File: config.mk
export PLATFORM = sky130hd
export DESIGN_NAME = process_id_slot_allocator
export DESIGN_NICKNAME = d
export VERILOG_FILES = /design/src/sv/psa_pkg.sv /design/src/sv/process_id_slot_allocator.sv /design/src/sv/psa_mem.sv /design/src/sv/psa_engine.sv
export SDC_FILE = /design/constraint.sdc
export NUM_CORES = 1
export LEC_CHECK = 0
export BUFFER_PORTS_ARGS = -buffer_cell sky130_fd_sc_hd__clkbuf_2
export CORE_UTILIZATION = 30
export CTS_CLUSTER_DIAMETER = 60
export CTS_CLUSTER_SIZE = 8
export DETAILED_ROUTE_END_ITERATION = 10
export HOLD_SLACK_MARGIN = 0.02
export PLACE_DENSITY = 0.49
export SLEW_MARGIN = 0
export SYNTH_ARGS = -nofsm -noshare
export SYNTH_HDL_FRONTEND = slang
export SYNTH_SLANG_ARGS = --single-unit
export TNS_END_PERCENT = 1
File: constraint.sdc
create_clock -name clk_i -period 11.5 [get_ports clk_i]
set_input_delay 1.725 -clock clk_i [delete_from_list [all_inputs] [get_ports clk_i]]
set_output_delay 1.725 -clock clk_i [all_outputs]
set_load 0.005 [all_outputs]
File: src/sv/psa_pkg.sv
`timescale 1ns / 1ps
// ----------------------------------------------------------------------------
// psa_pkg
// Shared types and constants of the process identifier slot allocator.
// ----------------------------------------------------------------------------
package psa_pkg;

  localparam int SLOTS_DEF    = 32;
  localparam int ID_BITS_DEF  = 15;

  localparam int KIND_W       = 2;
  localparam int QID_W        = 15;
  localparam int SLOT_FIELD_W = 5;
  localparam int ID_FIELD_W   = 15;

  typedef enum logic [KIND_W-1:0] {
    KIND_ALLOC   = 2'd0,
    KIND_LOOKUP  = 2'd1,
    KIND_RELEASE = 2'd2
  } psa_kind_e;

  typedef struct packed {
    logic [KIND_W-1:0]       kind;
    logic [QID_W-1:0]        query_id;
    logic [SLOT_FIELD_W-1:0] slot_index;
  } psa_req_t;

  typedef struct packed {
    logic                    ok;
    logic [SLOT_FIELD_W-1:0] slot_out;
    logic [ID_FIELD_W-1:0]   id_out;
  } psa_rsp_t;

endpackage

File: src/sv/process_id_slot_allocator.sv
`timescale 1ns / 1ps
// Allocate tries up to SLOTS+1 identifiers in turn with a table scan for each,
//   and refuses when every identifier tried is taken; lookup scans the table;
//   release reads its one slot.
// Throughput: one request at a time; the single table read port scans one
//   slot per cycle.
// Reset: asynchronous, clears counter and all busy bits; no clearing pass.
// ----------------------------------------------------------------------------
// process_id_slot_allocator
// Process table allocator: allocate, lookup and release of identifier slots.
// ----------------------------------------------------------------------------
module process_id_slot_allocator import psa_pkg::*; #(
  parameter int SLOTS   = SLOTS_DEF,
  parameter int ID_BITS = ID_BITS_DEF
) (
  input  logic     clk_i,
  input  logic     rst_ni,
  input  logic     in_valid_i,
  output logic     in_ready_o,
  input  psa_req_t in_req_i,
  output logic     out_valid_o,
  input  logic     out_ready_i,
  output psa_rsp_t out_rsp_o
);

  logic     rsp_valid;
  logic     rsp_ready;
  psa_rsp_t rsp;
  logic     out_valid_q;
  psa_rsp_t out_rsp_q;

  psa_engine #(
    .SLOTS   (SLOTS),
    .ID_BITS (ID_BITS)
  ) u_engine (
    .clk_i       (clk_i),
    .rst_ni      (rst_ni),
    .req_valid_i (in_valid_i),
    .req_ready_o (in_ready_o),
    .req_i       (in_req_i),
    .rsp_valid_o (rsp_valid),
    .rsp_ready_i (rsp_ready),
    .rsp_o       (rsp)
  );

  // output register frees the engine for the next request
  assign rsp_ready = !out_valid_q || out_ready_i;

  always_ff @(posedge clk_i or negedge rst_ni) begin
    if (!rst_ni) begin
      out_valid_q <= 1'b0;
    end else if (rsp_valid && rsp_ready) begin
      out_valid_q <= 1'b1;
    end else if (out_ready_i) begin
      out_valid_q <= 1'b0;
    end
  end

  always_ff @(posedge clk_i) begin
    if (rsp_valid && rsp_ready) begin
      out_rsp_q <= rsp;
    end
  end

  assign out_valid_o = out_valid_q;
  assign out_rsp_o   = out_rsp_q;

endmodule

File: src/sv/psa_mem.sv
`timescale 1ns / 1ps
// ----------------------------------------------------------------------------
// psa_mem
// Slot identifier table: one write port, one read port, registered read data.
// ----------------------------------------------------------------------------
module psa_mem #(
  parameter int DEPTH = 32,
  parameter int WIDTH = 15
) (
  input  logic                     clk_i,
  input  logic                     we_i,
  input  logic [$clog2(DEPTH)-1:0] waddr_i,
  input  logic [WIDTH-1:0]         wdata_i,
  input  logic                     re_i,
  input  logic [$clog2(DEPTH)-1:0] raddr_i,
  output logic [WIDTH-1:0]         rdata_o
);

  logic [WIDTH-1:0] mem_q [DEPTH];
  logic [WIDTH-1:0] rdata_q;

  always_ff @(posedge clk_i) begin
    if (we_i) begin
      mem_q[waddr_i] <= wdata_i;
    end
  end

  always_ff @(posedge clk_i) begin
    if (re_i) begin
      rdata_q <= mem_q[raddr_i];
    end
  end

  assign rdata_o = rdata_q;

endmodule

File: src/sv/psa_engine.sv
`timescale 1ns / 1ps
// ----------------------------------------------------------------------------
// psa_engine
// Sequencer: identifier counter, busy bits and table scans through psa_mem.
// ----------------------------------------------------------------------------
module psa_engine import psa_pkg::*; #(
  parameter int SLOTS   = SLOTS_DEF,
  parameter int ID_BITS = ID_BITS_DEF
) (
  input  logic     clk_i,
  input  logic     rst_ni,
  input  logic     req_valid_i,
  output logic     req_ready_o,
  input  psa_req_t req_i,
  output logic     rsp_valid_o,
  input  logic     rsp_ready_i,
  output psa_rsp_t rsp_o
);

  localparam int SLOT_W = $clog2(SLOTS);
  localparam int ISS_W  = $clog2(SLOTS + 1);
  localparam int CW     = (ID_BITS > QID_W) ? ID_BITS : QID_W;
  localparam longint unsigned IdSpan = (64'd1 << ID_BITS) - 64'd1;
  localparam int Limit  = (IdSpan < 64'(SLOTS + 1)) ? int'(IdSpan) : SLOTS + 1;
  localparam int TRY_W  = $clog2(Limit + 1);

  typedef enum logic [2:0] {
    ST_IDLE,
    ST_ADVANCE,
    ST_SCAN,
    ST_REL_READ,
    ST_RESULT
  } state_e;

  state_e              state_q;
  logic [KIND_W-1:0]   kind_q;
  logic [QID_W-1:0]    qid_q;
  logic [SLOT_W-1:0]   idx_q;
  logic [ID_BITS-1:0]  cnt_q;
  logic [TRY_W-1:0]    tries_q;
  logic [SLOTS-1:0]    busy_q;
  logic [ISS_W-1:0]    issue_q;
  logic                cmp_vld_q;
  logic [SLOT_W-1:0]   cmp_idx_q;
  logic                free_found_q;
  logic [SLOT_W-1:0]   free_idx_q;
  psa_rsp_t            rsp_q;

  logic                mem_we;
  logic [SLOT_W-1:0]   mem_waddr;
  logic                mem_re;
  logic [SLOT_W-1:0]   mem_raddr;
  logic [ID_BITS-1:0]  mem_rdata;

  logic [ID_BITS-1:0]  cnt_next;
  logic [CW-1:0]       target_cw;
  logic                cmp_busy;
  logic                hit;
  logic                is_last;
  logic                free_now;
  logic                any_free;
  logic [SLOT_W-1:0]   first_free;
  logic                issue_more;
  logic                rel_in_range;

  assign cnt_next     = (cnt_q == '1) ? ID_BITS'(1) : cnt_q + ID_BITS'(1);
  assign target_cw    = (kind_q == KIND_ALLOC) ? CW'(cnt_q) : CW'(qid_q);
  assign cmp_busy     = busy_q[cmp_idx_q];
  assign hit          = cmp_vld_q && cmp_busy && (CW'(mem_rdata) == target_cw);
  assign is_last      = (cmp_idx_q == SLOT_W'(SLOTS - 1));
  assign free_now     = cmp_vld_q && !cmp_busy;
  assign any_free     = free_found_q || free_now;
  assign first_free   = free_found_q ? free_idx_q : cmp_idx_q;
  assign issue_more   = (issue_q < ISS_W'(SLOTS));
  assign rel_in_range = (32'(req_i.slot_index) < 32'(SLOTS));

  // one table read per cycle while scanning; release reads its slot at accept
  always_comb begin
    mem_re    = 1'b0;
    mem_raddr = issue_q[SLOT_W-1:0];
    if (state_q == ST_IDLE) begin
      mem_re    = req_valid_i && (req_i.kind == KIND_RELEASE);
      mem_raddr = SLOT_W'(req_i.slot_index);
    end else if (state_q == ST_SCAN) begin
      mem_re    = issue_more;
    end
  end

  // full scan with an unused identifier and a free slot: claim it
  assign mem_we    = (state_q == ST_SCAN) && (kind_q == KIND_ALLOC) && cmp_vld_q &&
                     !hit && is_last && any_free;
  assign mem_waddr = first_free;

  psa_mem #(
    .DEPTH (SLOTS),
    .WIDTH (ID_BITS)
  ) u_mem (
    .clk_i   (clk_i),
    .we_i    (mem_we),
    .waddr_i (mem_waddr),
    .wdata_i (cnt_q),
    .re_i    (mem_re),
    .raddr_i (mem_raddr),
    .rdata_o (mem_rdata)
  );

  always_ff @(posedge clk_i or negedge rst_ni) begin
    if (!rst_ni) begin
      state_q      <= ST_IDLE;
      kind_q       <= '0;
      qid_q        <= '0;
      idx_q        <= '0;
      cnt_q        <= '0;
      tries_q      <= '0;
      busy_q       <= '0;
      issue_q      <= '0;
      cmp_vld_q    <= 1'b0;
      cmp_idx_q    <= '0;
      free_found_q <= 1'b0;
      free_idx_q   <= '0;
      rsp_q        <= '0;
    end else begin
      case (state_q)
        ST_IDLE: begin
          if (req_valid_i) begin
            kind_q  <= req_i.kind;
            qid_q   <= req_i.query_id;
            idx_q   <= SLOT_W'(req_i.slot_index);
            tries_q <= '0;
            rsp_q   <= '0;
            case (req_i.kind)
              KIND_ALLOC: begin
                state_q <= ST_ADVANCE;
              end
              KIND_LOOKUP: begin
                issue_q      <= '0;
                cmp_vld_q    <= 1'b0;
                free_found_q <= 1'b0;
                state_q      <= ST_SCAN;
              end
              KIND_RELEASE: begin
                state_q <= rel_in_range ? ST_REL_READ : ST_RESULT;
              end
              default: begin
                state_q <= ST_RESULT;
              end
            endcase
          end
        end
        ST_ADVANCE: begin
          if (tries_q == TRY_W'(Limit)) begin
            // every identifier tried is taken
            rsp_q   <= '0;
            state_q <= ST_RESULT;
          end else begin
            cnt_q        <= cnt_next;
            tries_q      <= tries_q + TRY_W'(1);
            issue_q      <= '0;
            cmp_vld_q    <= 1'b0;
            free_found_q <= 1'b0;
            state_q      <= ST_SCAN;
          end
        end
        ST_SCAN: begin
          cmp_vld_q <= issue_more;
          cmp_idx_q <= issue_q[SLOT_W-1:0];
          if (issue_more) begin
            issue_q <= issue_q + ISS_W'(1);
          end
          if (free_now && !free_found_q) begin
            free_found_q <= 1'b1;
            free_idx_q   <= cmp_idx_q;
          end
          if (hit) begin
            if (kind_q == KIND_ALLOC) begin
              state_q <= ST_ADVANCE;
            end else begin
              rsp_q.ok       <= 1'b1;
              rsp_q.slot_out <= SLOT_FIELD_W'(cmp_idx_q);
              rsp_q.id_out   <= qid_q;
              state_q        <= ST_RESULT;
            end
          end else if (cmp_vld_q && is_last) begin
            if (kind_q == KIND_ALLOC && any_free) begin
              busy_q[first_free] <= 1'b1;
              rsp_q.ok           <= 1'b1;
              rsp_q.slot_out     <= SLOT_FIELD_W'(first_free);
              rsp_q.id_out       <= ID_FIELD_W'(cnt_q);
            end else begin
              rsp_q <= '0;
            end
            state_q <= ST_RESULT;
          end
        end
        ST_REL_READ: begin
          busy_q[idx_q]  <= 1'b0;
          rsp_q.ok       <= 1'b1;
          rsp_q.slot_out <= SLOT_FIELD_W'(idx_q);
          rsp_q.id_out   <= busy_q[idx_q] ? ID_FIELD_W'(mem_rdata) : '0;
          state_q        <= ST_RESULT;
        end
        ST_RESULT: begin
          if (rsp_ready_i) begin
            state_q <= ST_IDLE;
          end
        end
        default: begin
          state_q <= ST_IDLE;
        end
      endcase
    end
  end

  assign req_ready_o = (state_q == ST_IDLE);
  assign rsp_valid_o = (state_q == ST_RESULT);
  assign rsp_o       = rsp_q;

  a_alloc_counter_nonzero: assert property (@(posedge clk_i) disable iff (!rst_ni)
    (state_q == ST_RESULT && kind_q == KIND_ALLOC) |-> (cnt_q != '0))
    else $error("allocation finished with a zero identifier counter");

  a_claim_sets_busy: assert property (@(posedge clk_i) disable iff (!rst_ni)
    mem_we |=> busy_q[$past(mem_waddr)])
    else $error("claimed slot not marked busy");

  a_cmp_idx_range: assert property (@(posedge clk_i) disable iff (!rst_ni)
    (state_q == ST_SCAN && cmp_vld_q) |-> (32'(cmp_idx_q) < 32'(SLOTS)))
    else $error("scan compare index beyond table");

  a_tries_bound: assert property (@(posedge clk_i) disable iff (!rst_ni)
    32'(tries_q) <= 32'(Limit))
    else $error("identifier search exceeded its try bound");

endmodule

Word level (Yosys, flattened, before mapping) --
Memory sizes are Yosys's and may differ from the RTL's. A register that Yosys moved wholly into a read port is not among the register bits. Index checks and enable logic that the tools add are counted.
Storage, ports and cells: output and inout bits 23, bits of input ports 26, register bits 139, memories kept 1, memory bits (writable) 480
Cells by class: magnitude comparators 6, bitwise logic cells 4, reduce and logical (&&, ||, !) cells 39, eq/ne operators 22, add/sub/neg operators 3, mux-type cells 52
Memory list:
- u_engine.u_mem.mem_q | depth 32, bits a word 15, rd ports 1, clocked after Yosys merged registers in 1, write ports 1, RTL line psa_mem.sv:19 | logic [WIDTH-1:0] mem_q [DEPTH];
Operators with widths (count):
- two-way mux 21 bit | 6
- two-way mux 32 bit | 3
- one-hot mux 21 bit (4 select lines) | 1
- one-hot mux 32 bit (2 select lines) | 1
- two-way mux 15 bit | 3
- two-way mux 6 bit | 6
- bitwise AND 32 bit | 1
- inverter 32 bit | 1
- bitwise OR 32 bit | 1
- < comparator 5 x 6 -> 1 bit, second input constant | 3
- two-way mux 3 bit | 6
- one-hot mux 6 bit (3 select lines) | 1
- adder 15 x 1 -> 15 bit, second input constant | 1
- == test 15 bit | 1
- == test 15 bit, second input constant | 1
- logical AND 1 bit | 15
- one-hot mux 3 bit (5 select lines) | 1
- AND reduction 5 bit | 3
- two-way mux 1 bit | 14
- adder 6 x 1 -> 6 bit, second input constant | 2
- inequality test 2 bit, second input constant | 6
- one-hot mux 6 bit (2 select lines) | 1
- binary-select mux 1 bit (select 5 bit) | 2
- demux 1 bit (select 5 bit) | 2
- other kinds (26) | 44

Longest topological paths before layout --
depth after elaboration 10, gate-level depth with buffers 13, gate-level depth less buffers 9

Cells and area by module --
From an unflattened synthesis, not the netlist that was laid out.
Unflattened totals: cells, all modules 1809, area total of the unflattened synthesis 26908.3 um^2
Modules (own cells, without submodules):
- psa_mem | area an instance 19358.6 um^2, cells each 1075, seq. area each 14864.3 um^2, instances 1
- psa_engine | area an instance 6865.3 um^2, cells each 709, seq. area each 2927.8 um^2, instances 1
- process_id_slot_allocator | area an instance 684.4 um^2, cells each 25, seq. area each 655.6 um^2, instances 1

Worst setup path after synthesis --
No wires, ideal clock.
path kind input -> register, start input port in_req_i[0] (netlist name), end register u_engine.u_mem.rdata_q[0], in the netlist u_engine.u_mem.rdata_o[0] (read register of u_engine.u_mem.mem_q) (data pin), required time 11.233 ns, data arrival time 3.550 ns, buffers on the path 2, library setup time 0.267 ns, path slack 7.683 ns, stages 8, cells stage by stage mux2i_1 clkbuf_1 buf_1 mux4_2 nand2_1 nand3_1 nand3_1 o21ai_0
On the way: word-level cells in the longest chain between the ends 1
RTL lines:
- from (decl) | RTL line process_id_slot_allocator.sv:20 | input psa_req_t in_req_i,
- two-way mux 5 bit | RTL line psa_engine.sv:81 | if (state_q == ST_IDLE) begin
- to (decl) | RTL line psa_mem.sv:20 | logic [WIDTH-1:0] rdata_q;
Every way passes these cells. A chain may end at the register's enable or synchronous reset.

Final worst setup path --
start register u_engine.cmp_idx_q[0], end memory u_engine.u_mem.mem_q[2][4], enable pin
On the way: word-level cells in the longest chain between the ends 10
RTL lines:
- from (decl) | RTL line psa_engine.sv:44 | logic [SLOT_W-1:0] cmp_idx_q;
- from (signal assigned) | RTL line psa_engine.sv:166 | cmp_idx_q <= issue_q[SLOT_W-1:0];
- binary-select mux 1 bit (select 5 bit) | RTL line psa_engine.sv:68 | assign cmp_busy = busy_q[cmp_idx_q];
- two-way mux 1 bit (not written as such) | RTL line psa_engine.sv:68
- logical AND 1 bit (2 in series) | RTL line psa_engine.sv:69 | assign hit = cmp_vld_q && cmp_busy && (CW'(mem_rdata) == target_cw);
- zero test 1 bit | RTL line psa_engine.sv:91 | !hit && is_last && any_free;
- logical AND 1 bit | RTL line psa_engine.sv:90 | assign mem_we = (state_q == ST_SCAN) && (kind_q == KIND_ALLOC) && cmp_vld_q &&
- logical AND 1 bit (2 in series) | RTL line psa_engine.sv:91
- two-way mux 1 bit | RTL line psa_mem.sv:23 | if (we_i) begin
- two-way mux 1 bit (not written as such) | RTL line psa_mem.sv:24 | mem_q[waddr_i] <= wdata_i;
- to (decl) | RTL line psa_mem.sv:19
Parallel ways exist; a longest one is shown, timed or not. The select of a mux whose other input is x is not followed.

==> impl_metrics.py <==
metrics = {
    "clock_tree": {
        "h-tree-depth": 3,
        "cts-root-to-sink-buffers": 3,
        "numClockSinks": 634,
        "cts_made_buffers": 90,
        "clk_latency_ps": 640,
        "postCtsSetupBuffers": 0,
        "cts.clk_slew.worst_paths_ps": 50,
        "cts_tree": "built",
        "cts_resized": 0,
        "cts_hold_buf": 0,
        "root_buffer": "clkbuf_16",
    },
    "grt": {
        "gr-usage-met3": 0.0293,
        "grt_busiest_layer": "met2",
        "grt_pass1_wl_um": 104000,
        "globalRouteOverflowTotal": 0,
        "grt_pass1_vias": 15100,
        "antenna_found_initial": 0,
        "grt.total_usage": 0.159,
        "grt_use_met2": 0.259,
        "globalRouteMet1Util": 0.218,
        "grt_max_degree": 121,
    },
    "sta": {
        "slew_viol_final": 0,
        "slew_headroom": 0.102,
        "fin_tns_setup_ps": 0,
        "hold_violations": 0,
        "worstMarginPinSlew_ps": 1340,
        "rsz0062_at_grt": "no",
        "finalSetupViolCount": 0,
        "fmax_ghz": 0.186,
        "layout_min_cycle_time_ps": 5380,
        "final.period_utilization": 0.468,
        "finalClockSkew_ps": 32.6,
    },
    "die": {
        "start_util": 0.303,
        "pin_count": 49,
        "rows": 108,
        "die_w_um": 298,
        "die_height_um": 298,
        "dieArea_um2": 88700,
        "core-area_um2": 86800,
    },
    "synth": {
        "synthFlopType": "edfxtp_1",
        "ys_async_sr_fraction": 0.186,
        "syn_area_um2": 26300,
        "synth_edf_count": 516,
        "synth.distinct_cells": 65,
        "yosysSeqAreaShare": 0.702,
        "ys_ff_latch": 634,
        "syn-num-nets": 1621,
        "syn_inst": 1587,
        "yosys_warnings": 0,
        "syn_avg_cell_area_um2": 16.6,
    },
    "route": {
        "drtAntennaViolNets": 0,
        "vias_per_cell": 5.07,
        "drc_errors": 0,
        "drtIter0Drc": 1247,
        "vias": 14700,
        "wl_um": 69800,
        "first_pass_iters": 5,
        "post_drt_wl_per_cell_um": 24.2,
    },
    "flow_run": {
        "drv_cap": 0,
    },
    "worst_setup_path": {
        "r2r-start": "u_engine.cmp_idx_q[0]",
        "worst_path_max_delay_cell": "nor2_1",
        "crit_arrival_ps": 5700,
        "r2r_end": "u_engine.u_mem.mem_q[2][4]",
        "cp-end-kind": "flop",
        "r2r_cells": 9,
        "worstPathCellList": "mux4_2 > nand3_1 > o311ai_0 > o22ai_2 > nor4bb_1 > a21o_1 > nand3b_1 > nor2_1 > buf_4",
        "crit_type": "flop to flop",
        "path_buf_inv": 1,
        "critPathMaxFanout": 17,
        "cp_top_family": "simple AND/OR/NAND/NOR gates",
        "worstPathRequired_ps": 11820,
        "startpoint_type": "flop",
        "slowest_delay_ps": 1000,
        "regToRegSetupSlack_ps": 6120,
    },
    "finish": {
        "area.growth.synth_to_final_pct": 16.5,
        "multi_input_area_um2": 7410,
        "ff_latch_area_um2": 18400,
        "drive_above_1_share": 0.246,
        "final_nets": 1730,
        "n_fill_cell": 8280,
        "mostFrequentLayoutCells": "edfxtp_1 (516), nand2_1 (189), mux4_2 (133)",
        "diodes": 0,
        "layout_commonest_cell": "edfxtp_1",
    },
    "power": {
        "power_density_nw_per_um2": 236,
        "finalPower_mw": 7.23,
        "leakage_nw": 10.7,
        "ir_drop_mv": 0.484,
    },
    "worst_hold_path": {
        "holdPathEnd": "out_rsp_o[2]",
        "holdPathStages": 0,
        "hp-class": "flop to flop",
        "min_from": "u_engine.rsp_o[2]",
    },
    "run_status": {
        "outcome": "finished clean",
    },
    "place": {
        "gp_congestion": 0.804,
        "post-dp-hpwl_um": 41700,
        "portBuffers": 48,
    },
}
## power breakdown
group	leakage, nW	internal (mW)	switching [mW]
Clock	1.22	1.44	0.964
Combinational	3.07	0.715	1.20
Sequential	6.37	2.67	0.239
Total	10.7	4.82	2.41
## logic make-up (layout without fill, tap and decap cells)
| logic type | count (synthesis) | in the layout | share of synthesized area |
|---|---|---|---|
| AOI/OAI and AO/OA | 161 | 161 | 0.0408 |
| xor gates and xnor gates | 28 | 28 | 0.00934 |
| adders and majority gates | 8 | 8 | 0.00381 |
| buffers and inverters | 110 | 256 | 0.0179 |
| DFF | 634 | 634 | 0.702 |
| muxes | 208 | 208 | 0.148 |
| and+or+nand+nor | 438 | 438 | 0.0776 |
## cell usage after synthesis (all sizes together) (2+ instances only)
cell type / instances / area, µm²
edfxtp: 516 / 15500
o22ai: 10 / 68.8
nor2b: 7 / 43.8
nor3: 9 / 45.0
o21ai: 91 / 455
and4: 2 / 17.5
a21oi: 9 / 45.0
nor2: 68 / 260
a2111oi: 4 / 72.6
buf: 40 / 208
or3: 7 / 43.8
xnor2: 11 / 96.3
a22o: 3 / 26.3
xor2: 17 / 149
or3b: 3 / 26.3
clkbuf: 53 / 199
mux2i: 16 / 160
nand4bb: 2 / 22.5
a221o: 20 / 200
a31oi: 4 / 25.0
nand2: 189 / 709
inv: 17 / 63.8
dfrtp: 118 / 2950
and3: 10 / 62.6
mux4: 133 / 3000
nand3b: 7 / 52.6
ha: 8 / 100
a22oi: 2 / 15.0
a41oi: 2 / 17.5
nand3: 89 / 445
a21o: 3 / 22.5
and2: 18 / 114
nand4: 7 / 43.8
nor4: 7 / 58.8
nand2b: 4 / 25.0
or2: 5 / 31.3
o22a: 3 / 27.5
mux2: 59 / 736
a211oi: 2 / 27.5
## through the flow
step           hold slack [ps]  utilization  worst slack (ps)  instances  area, µm²
3_5_place_dp               440        0.324              6120       2759      28100
2_1_floorplan              421            -              7680       1587      26300
3_3_place_gp               438        0.324              6050       2759      28100
5_1_grt                    460        0.353              5890       2888      30600
6_report                   452        0.353              6120       2888      30600
4_1_cts                    457        0.353              6050       2888      30600
## registers in the layout (all words and copies together), names as in the netlist, 2 cells and up
register,flops
u_engine.tries_q,6
u_engine.kind_q,2
u_engine.qid_q,15
u_engine.rsp_o,21
out_rsp_o,21
u_engine.free_idx_q,5
u_engine.issue_q,6
u_engine.cmp_idx_q,5
u_engine.u_mem.mem_q,480
u_engine.busy_q,32
u_engine.u_mem.rdata_o,15
u_engine.state_q,3
u_engine.idx_q,5
u_engine.cnt_q,15
## per-layer routing
| layer | vias to the layer above | part of all wire |
|---|---|---|
| li1 | 6384 | - |
| met1 | 7725 | 0.44 |
| met2 | 448 | 0.49 |
| met3 | 96 | 0.055 |
| met4 | 0 | 0.019 |
| met5 | - | 0 |
## area by class of cell
cell class / instances / share of cell area
Sequential cell: 634 / 0.603
Tap cell: 1155 / 0.0472
Timing Repair Buffer: 110 / 0.0240
Clock inverter: 10 / 0.00425
Inverter: 17 / 0.00208
Multi-Input combinational cell: 843 / 0.242
Clock buffer: 119 / 0.0778
## worst max-delay path by stage
stage / from / cells past startpoint / slack (ps) / end
detailed placement: u_engine.cmp_idx_q[0] / 9 / 6120 / u_engine.u_mem.mem_q[2][3]
floorplan: in_req_i[0] / 8 / 7680 / u_engine.u_mem.rdata_o[0]
finish: u_engine.cmp_idx_q[0] / 9 / 6120 / u_engine.u_mem.mem_q[2][4]
CTS: u_engine.cmp_idx_q[0] / 9 / 6050 / u_engine.u_mem.mem_q[2][4]
global placement: u_engine.cmp_idx_q[0] / 9 / 6050 / u_engine.u_mem.mem_q[2][1]
global route: u_engine.cmp_idx_q[0] / 9 / 5890 / u_engine.u_mem.mem_q[2][4]
(Power assumes the default switching activity.)
